File: src/design/imoe_pkg.sv
// shared types and constants for the integer matrix engine
// used by imoe_alu and integer_matrix_ops_engine_core; no dependencies
package imoe_pkg;

  localparam int DATA_W      = 32;
  localparam int IDX_W       = 3;
  localparam int DIM_W       = 4;
  localparam int KIND_W      = 2;
  localparam int MODE_W      = 2;
  localparam int CFG_AW      = 5;
  localparam int CFG_DW      = 32;
  localparam int REG_IDX_W   = 3;
  localparam int DEF_MAX_DIM = 8;

  localparam logic [DIM_W-1:0] DIM_RESET = 4'd8;

  // input word kinds
  localparam logic [KIND_W-1:0] KIND_WR_A = 2'd0;
  localparam logic [KIND_W-1:0] KIND_WR_B = 2'd1;
  localparam logic [KIND_W-1:0] KIND_RUN  = 2'd2;

  // operation modes
  localparam logic [MODE_W-1:0] OP_CMP = 2'd0;
  localparam logic [MODE_W-1:0] OP_ADD = 2'd1;
  localparam logic [MODE_W-1:0] OP_SUB = 2'd2;
  localparam logic [MODE_W-1:0] OP_MUL = 2'd3;

  // register map indexes
  localparam logic [REG_IDX_W-1:0] REG_OP_MODE = 3'd0;
  localparam logic [REG_IDX_W-1:0] REG_A_ROWS  = 3'd1;
  localparam logic [REG_IDX_W-1:0] REG_A_COLS  = 3'd2;
  localparam logic [REG_IDX_W-1:0] REG_B_ROWS  = 3'd3;
  localparam logic [REG_IDX_W-1:0] REG_B_COLS  = 3'd4;

  typedef enum logic [1:0] {
    ALU_ADD,
    ALU_SUB,
    ALU_MUL
  } alu_op_t;

endpackage

File: src/design/imoe_alu.sv
// shared arithmetic unit: add, subtract, low word of multiply, equality
// depends on imoe_pkg
module imoe_alu import imoe_pkg::*; (
  input  alu_op_t           op,
  input  logic [DATA_W-1:0] x,
  input  logic [DATA_W-1:0] y,
  output logic [DATA_W-1:0] res,
  output logic              eq
);

  always_comb begin
    unique case (op)
      ALU_ADD: res = x + y;
      ALU_SUB: res = x - y;
      ALU_MUL: res = x * y;  // low 32 bits only
      default: res = x + y;
    endcase
  end

  assign eq = (x == y);

endmodule

File: config.mk
export PLATFORM = sky130hd
export DESIGN_NAME = imoe_alu
export DESIGN_NICKNAME = d
export VERILOG_FILES = /design/src/design/imoe_pkg.sv /design/src/design/imoe_alu.sv
export SDC_FILE = /design/constraint.sdc
export NUM_CORES = 1
export LEC_CHECK = 0
export BUFFER_PORTS_ARGS = -buffer_cell sky130_fd_sc_hd__buf_2
export CAP_MARGIN = 0
export CORE_AREA = 2 2 207 148
export DETAILED_ROUTE_END_ITERATION = 10
export DIE_AREA = 0 0 209 150
export GPL_TIMING_DRIVEN = 0
export PLACE_DENSITY = 0.84
export SYNTH_ARGS = -nofsm -noshare
export SYNTH_HDL_FRONTEND = slang
export SYNTH_SLANG_ARGS = --single-unit
File: constraint.sdc
create_clock -name vclk -period 12.4
set_input_delay 2.48 -clock vclk [all_inputs]
set_output_delay 2.48 -clock vclk [all_outputs]
set_load 0.005 [all_outputs]
==> run metrics <==
status=complete, no violations; type of the worst min-delay path=in2out; initial drt markers=2057; wire length on met1=28.8 mm; post-synth net total=2933; Post-Syn Area=19200 um^2; Setup crit end kind=output pin; Final Slew Violations=0; Synth area leaders=fa_1 (43%), ha_1 (12%), inv_1 (8.7%); boundary pin count=99; Die H=150 um; DR vias/cell=6.42; TNS Setup=0 ns; sequential area share after synthesis=0; top sig layer=met5; first-pass GRT wire length=114 mm; dpl ws=-1.49 ns; Placed Instances=2754; final worst setup slack=0.00906 ns; Max FO, Critical Path=13; commonest non-fill, non-tap cell in the layout=inv_1; Final Critical Period=12.39 ns; Crit Path Category=in2out; Synth top area share=0.429; GP Congestion=1.06; Yosys cell types=74; Post-Synthesis Cells=2270; Avg Inst Size Synth=8.44 um^2; Critical path destination=res[30]; Final Non-Filler Cells=2749; vias in the first global route=18.2k; die area=31400 um^2; Final period util=0.999; Critical Path Start=x[2]; Seq Cell Count=0; area growth from synthesis to layout=6.51%; register area=0 um^2; drt pass-1 iters=7; # nets final=3026; post-DP HPWL=63.8 mm; Core ar.=29500 um^2; maximum clock rate=80.7 MHz; WL/cell=28.1 um; Met3 Routed Length=13.2 mm; grt ovf=0; share of layout cells above drive strength 1=0.0847; DRC Markers=0; Setup-failing EPs final=0; final hold vios=0; Data arrival, critical path=9.91 ns; vias=17.7k; Initial Util=0.649; CP Data Required Time=9.92 ns; worst slew pin tran=1.39 ns; initial antenna violation count=3; routed length on met2=30.5 mm; Die X=209 um; Rel. slew slack=0.0654; Final ANT Viol Nets=0; Row Count=53; crit start category=input port; Routed WL=77.3 mm; largest net degree at the start of global routing=14; most frequent cells in the layout=inv_1 (443), fa_1 (409), and2_1 (257), nand2_1 (257), ha_1 (186); Buffers on Ports=99; max cap viols=0; Synth area leader=fa_1; GRT Total Usage=0.502; clkbuf count=0; synth warn=0
worst max-delay path, stage by stage:
cell	delay, ns
buf_2	0.36
clkbuf_1	0.61
and2_1	0.25
fa_1	0.44
fa_1	0.43
fa_1	0.41
inv_1	0.11
fa_1	0.44
inv_1	0.10
fa_1	0.43
ha_1	0.30
fa_1	0.52
fa_1	0.43
ha_1	0.35
nand3_1	0.18
a2bb2oi_1	0.28
o31ai_4	0.16
o21a_1	0.27
a31oi_4	0.19
buf_12	0.15
o21ai_1	0.12
o31ai_2	0.29
xor2_1	0.29
o211ai_1	0.11
buf_2	0.17
Yosys cell counts (all sizes together) (5+ instances only):
library cell  number
fa               410
nand2b            16
xor2              24
ha               187
nand3             20
a211oi             8
o211ai            10
o221a              7
xnor2             61
o21a              13
a21oi             71
nor3              16
a22o               5
nor2             108
nor2b             11
or3                6
o21ai             56
a221oi            10
o22ai             19
and2             257
nand4              8
a31oi              6
buf               11
nand2            257
inv              443
clkbuf           106
a21o              23
o31ai              9
o32ai              5
o221ai             8
o21bai            19
per-layer routing:
metal  vias up  track usage
met5         -       0.0423
met4         4        0.243
met3       328        0.213
met2      1498        0.699
met1      8624        0.669
li1       7202            -
through the flow:
step	hold WS [ns]	utilization	instance area [um^2]
final	5.57	0.691	20400
after global routing	5.58	0.691	20400
after global placement	5.56	0.682	20100
after detailed placement	5.54	0.682	20100
after floorplan	5.15	-	19200
after CTS	5.55	0.686	20200
worst min-delay path by stage:
| stage | slack, ns | from | endpoint | cells past startpoint |
|---|---|---|---|---|
| after floorplan | 5.15 | y[0] | res[0] | 2 |
| after global placement | 5.56 | y[0] | res[0] | 4 |
| after detailed placement | 5.54 | y[0] | res[0] | 4 |
| after CTS | 5.55 | y[0] | res[0] | 4 |
| after global routing | 5.58 | y[0] | res[0] | 4 |
| final | 5.57 | y[0] | res[0] | 4 |
area by class of cell:
cell class                      count  area (um^2)
Multi-Input combinational cell   1709        17100
Fill cell                        2364         9110
Buffer                            106          566
Inverter                          444         1670
Tap cell                          385          482
Timing Repair Buffer              102          546
Antenna cell                        3         7.51
timing repair:
action | 4_1_cts | 5_1_grt
buffers inserted | 0 | 3
resized for setup | 58 | 100
hold buffers | 0 | 0
endpoints found under the setup margin | 16 | 8
pin swaps | 1 | 1
cell families after synthesis:
family | synth area share
AND/OR/NAND/NOR | 0.186
adder cells (fa/ha/maj) | 0.551
buffers and inverters | 0.111
AO/OA/AOI/OAI | 0.111
XOR/XNOR | 0.0400
multiplexers | 0.00163
