===== config.mk =====
export PLATFORM = sky130hd
export DESIGN_NAME = imoe_ram
export DESIGN_NICKNAME = d
export VERILOG_FILES = /design/src/design/imoe_ram.sv
export SDC_FILE = /design/constraint.sdc
export NUM_CORES = 2
export LEC_CHECK = 0
export BUFFER_PORTS_ARGS = -buffer_cell sky130_fd_sc_hd__buf_2
export CELL_PAD_IN_SITES_DETAIL_PLACEMENT = 0
export CELL_PAD_IN_SITES_GLOBAL_PLACEMENT = 1
export CORE_ASPECT_RATIO = 0.5
export CORE_UTILIZATION = 41
export DETAILED_ROUTE_END_ITERATION = 10
export PLACE_DENSITY = 0.64
export SYNTH_ARGS = -nofsm -noshare
export SYNTH_HDL_FRONTEND = slang
export SYNTH_SLANG_ARGS = --single-unit

===== constraint.sdc =====
create_clock -name clk -period 3.2 [get_ports clk]
set_input_delay 0.16 -clock clk [delete_from_list [all_inputs] [get_ports clk]]
set_output_delay 0.16 -clock clk [all_outputs]
set_load 0.1 [all_outputs]

===== src/design/imoe_ram.sv =====
// generic single write port, single read port ram with registered read
// no dependencies
module imoe_ram #(
  parameter int WIDTH = 32,
  parameter int DEPTH = 64,
  parameter int AW    = (DEPTH > 1) ? $clog2(DEPTH) : 1
) (
  input  logic             clk,
  input  logic             we,
  input  logic [AW-1:0]    waddr,
  input  logic [WIDTH-1:0] wdata,
  input  logic [AW-1:0]    raddr,
  output logic [WIDTH-1:0] rdata
);

  logic [WIDTH-1:0] mem [DEPTH];
  logic [WIDTH-1:0] rdata_r;

  always_ff @(posedge clk) begin
    if (we) begin
      mem[waddr] <= wdata;
    end
    rdata_r <= mem[raddr];
  end

  assign rdata = rdata_r;

endmodule


==> impl_table.tex <==
\begin{tabular}{lr}
\hline
Metric & Value \\
\hline
\multicolumn{2}{l}{\textbf{Run status}} \\
\quad Status & finished with violations \\
\quad Violations in the final reports & DRC \\
\multicolumn{2}{l}{\textbf{STA}} \\
\quad Count of pins over their slew limit & 0 \\
\quad Worst clock skew & roughly 0.024 ns \\
\quad Final count of negative-setup-slack endpoints & 0 \\
\quad RSZ-0062 raised after global routing & false \\
\quad Fmax & $\sim$440 MHz \\
\quad Worst-Margin Slew & 1.27 ns \\
\quad Final Hold Vio Count & 0 \\
\quad Relative slew margins & 15.1\% \\
\quad TNS Setup & 0 ns \\
\quad Final critical-path required period & 2.26 ns \\
\quad Post-route fraction of the period consumed by the critical path & between 70\% and 80\% \\
\multicolumn{2}{l}{\textbf{Final layout}} \\
\quad Most used cells in the layout excluding fill and tap cells & edfxtp\_1 (2048), mux4\_2 (544), clkbuf\_16 (190) \\
\quad P\&R area growth vs syn & 14.9\% \\
\quad Post-layout nets & $\sim$3700 \\
\quad Share of layout cells above drive strength 1 & 30.9\% \\
\quad Post-layout instance area & about 0.09 mm2 \\
\quad Fillers & roughly 15000 \\
\quad Most common cell after layout, fill and taps aside & edfxtp\_1 \\
\multicolumn{2}{l}{\textbf{Global routing}} \\
\quad First-pass GRT wire length & 288 mm \\
\quad Vias in the first global route & around 38000 \\
\quad Pin count of the biggest net entering global routing & 65 \\
\quad GRT Resource Usage Total & 21.4\% \\
\quad Antenna violations before repair & 12 \\
\quad Overflow left after global routing & 0 \\
\multicolumn{2}{l}{\textbf{Die}} \\
\quad Site row count & between 100 and 150 \\
\quad Width of the die & 621 um \\
\quad Initial standard-cell utilization of the core & 41.3\% \\
\quad Chip height & roughly 310 um \\
\quad Core outline area & about 0.19 mm2 \\
\quad Count of pins on the block boundary & slightly below 80 \\
\quad Die area & 0.193 mm2 \\
\multicolumn{2}{l}{\textbf{Power}} \\
\quad Worst IR drop on VDD & a little over 0.0006 V \\
\quad Power per unit of standard cell area & 617 mW/mm2 \\
\quad Leakage power total & 27.9 nW \\
\multicolumn{2}{l}{\textbf{Setup path}} \\
\quad Type of the worst setup path & reg -> out \\
\quad Top delay family on crit path & flip-flops \\
\quad Max stage delay on crit path & $\sim$0.72 ns \\
\quad Buf+Inv Stages, Crit Path & 1 \\
\quad Arr. time, crit path & between 2 and 2.5 ns \\
\quad Launch point of the critical path & rdata[12]\$\_DFF\_P\_ \\
\quad Worst-path cell chain & buf\_2 \\
\quad Maximum fanout encountered on the critical timing path & 1 \\
\quad Startpoint type of the worst setup path & flop \\
\quad Worst r2r src & mem[28][25]\$\_DFFE\_PP\_ \\
\quad Worst reg-to-reg setup slack & approximately 1 ns \\
\quad Worst Setup End Kind & primary output \\
\quad Worst endpoint required time & a little over 3 ns \\
\quad Crit path max-delay cell type & dfxtp\_1 \\
\multicolumn{2}{l}{\textbf{Min path}} \\
\quad Class of the worst hold path & in -> reg \\
\quad Startpoint of the worst hold path & wdata[23] \\
\multicolumn{2}{l}{\textbf{Yosys}} \\
\quad Post-synth top area cell & edfxtp\_1 \\
\quad Syn\_nets & around 3400 \\
\quad Post-Synthesis Mean Instance Area & approximately 24 um2 \\
\quad Mapped cell area & a little under 0.08 mm2 \\
\quad Number of instances in the synthesized netlist & about 3300 \\
\quad Top cells by area in the synthesized netlist & edfxtp\_1 (78\%), mux4\_2 (16\%), mux2i\_1 (1.2\%), dfxtp\_1 (0.82\%), o22ai\_1 (0.67\%) \\
\quad Total number of yosys warnings & 0 \\
\quad Dominant register cell in the synthesized netlist & edfxtp\_1 \\
\quad Yosys reg bits & roughly 2100 \\
\quad Area share of the largest cell type after synthesis & roughly 78\% \\
\quad Async set-reset flop share out of synthesis & 0\% \\
\quad Post-synth cell types & 34 \\
\quad Sequential fraction of the synthesis area & 79.1\% \\
\quad EDFF count, synth & between 2000 and 2500 \\
\multicolumn{2}{l}{\textbf{Placement}} \\
\quad Weighted congestion reported at the end of routability-driven placement & approximately 0.78 \\
\quad HPWL after detailed placement & between 100 and 150 mm \\
\quad Number of port buffers & between 70 and 80 \\
\quad Cell area after placement & 0.0842 mm2 \\
\multicolumn{2}{l}{\textbf{Clock network}} \\
\quad Clock tree root driver cell & clkbuf\_16 \\
\quad TritonCTS buffer count & about 190 \\
\quad Maximum buffer depth of the clock tree & 3 \\
\quad \# clock sinks & between 2000 and 2500 \\
\quad Setup repair bufs after CTS & 0 \\
\quad Clock latency at the later pin of the worst-skew pair & between 0.8 and 0.9 ns \\
\quad Clock tree from TritonCTS & done \\
\quad Number of levels the H-tree was split into & 4 \\
\quad Clock-pin slew on the worst setup and hold paths & 0.07 ns \\
\multicolumn{2}{l}{\textbf{Routing}} \\
\quad Via total after detailed routing & 37429 \\
\quad DRC violations left & 6 \\
\quad Number of nets still failing antenna checks after routing & 0 \\
\quad Avg WL per Cell & around 33 um \\
\quad Number of violations reported at the end of detailed-routing iteration 0 & 4695 \\
\quad Vias per Instance & between 5 and 6 \\
\quad Post-Route WL & between 200 and 250 mm \\
\quad DR pass1 iterations & 8 \\
\multicolumn{2}{l}{\textbf{Job}} \\
\quad Max-cap violation count & 0 \\
\hline
\end{tabular}
## layer usage
| metal | routed length [um] | GRT usage (%) | part of all wire, % | vias to the layer above |
|---|---|---|---|---|
| met5 | 19 | 0 | 0.0092 | - |
| met4 | 5390 | 6.10 | 2.6 | 2 |
| met3 | 16200 | 4.06 | 7.9 | 280 |
| met2 | 97800 | 33.5 | 48 | 1604 |
| met1 | 86300 | 30.8 | 42 | 20675 |
| li1 | - | - | - | 14868 |
## cells in the mapped netlist (all sizes together) (12+ instances only)
master  instances
edfxtp       2048
mux4          544
nor2          137
buf           108
mux2i          93
o22ai          84
clkbuf         74
a21oi          62
dfxtp          32
o221ai         27
nand2          26
nor2b          15
a22oi          12
## final timing paths
path,cells past startpoint,to
worst min-delay path,1,mem[23][23]$_DFFE_PP_
worst max register to register,4,rdata[25]$_DFF_P_
worst min register to register,4,rdata[20]$_DFF_P_
worst max-delay path,1,rdata[12]
## layout make-up
cell class / count / area, um2 / area share (%)
sequential: 2080 / 62100 / 68.9
tap: 2530 / 3170 / 3.51
antenna: 3 / 7.51 / 0.00832
multi-input combinational: 1062 / 16000 / 17.7
timing repair buffer: 289 / 2930 / 3.24
clock inverter: 98 / 898 / 0.996
clock buffer: 241 / 5120 / 5.67
## power by group
part           internal [mW]  switching (mW)
Sequential              30.2           0.140
Clock                   12.3            9.95
Combinational           1.09            2.10
## repair_timing
action | 4_1_cts | 5_1_grt
endpoints found under the setup margin | 0 | 0
hold endpoints to repair | 53 | 0
resized for setup | 0 | 0
hold buffers | 5 | 0
## cells by family after synthesis
group	Yosys count	synth area share [%]
AO/OA/AOI/OAI	202	1.67
buffers and inverters	182	1.13
flip-flops	2080	79.1
multiplexers	637	16.8
AND/OR/NAND/NOR	223	1.27
## state kept, by name, summed over array words and instances (netlist names)
signal	flops
rdata	32
mem	2048
## metrics by stage
stage | setup WS, ns | utilization [%] | hold WS [ns] | total power [mW] | std cells
2_1_floorplan | 0.388 | - | 0.259 | 32.7 | 3324
3_3_place_gp | 0.119 | 44.3 | 0.645 | 34.1 | 5956
3_5_place_dp | 0.129 | 44.3 | 0.654 | 34.1 | 5956
4_1_cts | 0.904 | 47.5 | 0.0126 | 56.1 | 6300
5_1_grt | 0.913 | 47.5 | 0.0680 | 57.2 | 6300
6_report | 0.936 | 47.5 | 0.0486 | 55.7 | 6303
Power figures use the tool's default switching activity.
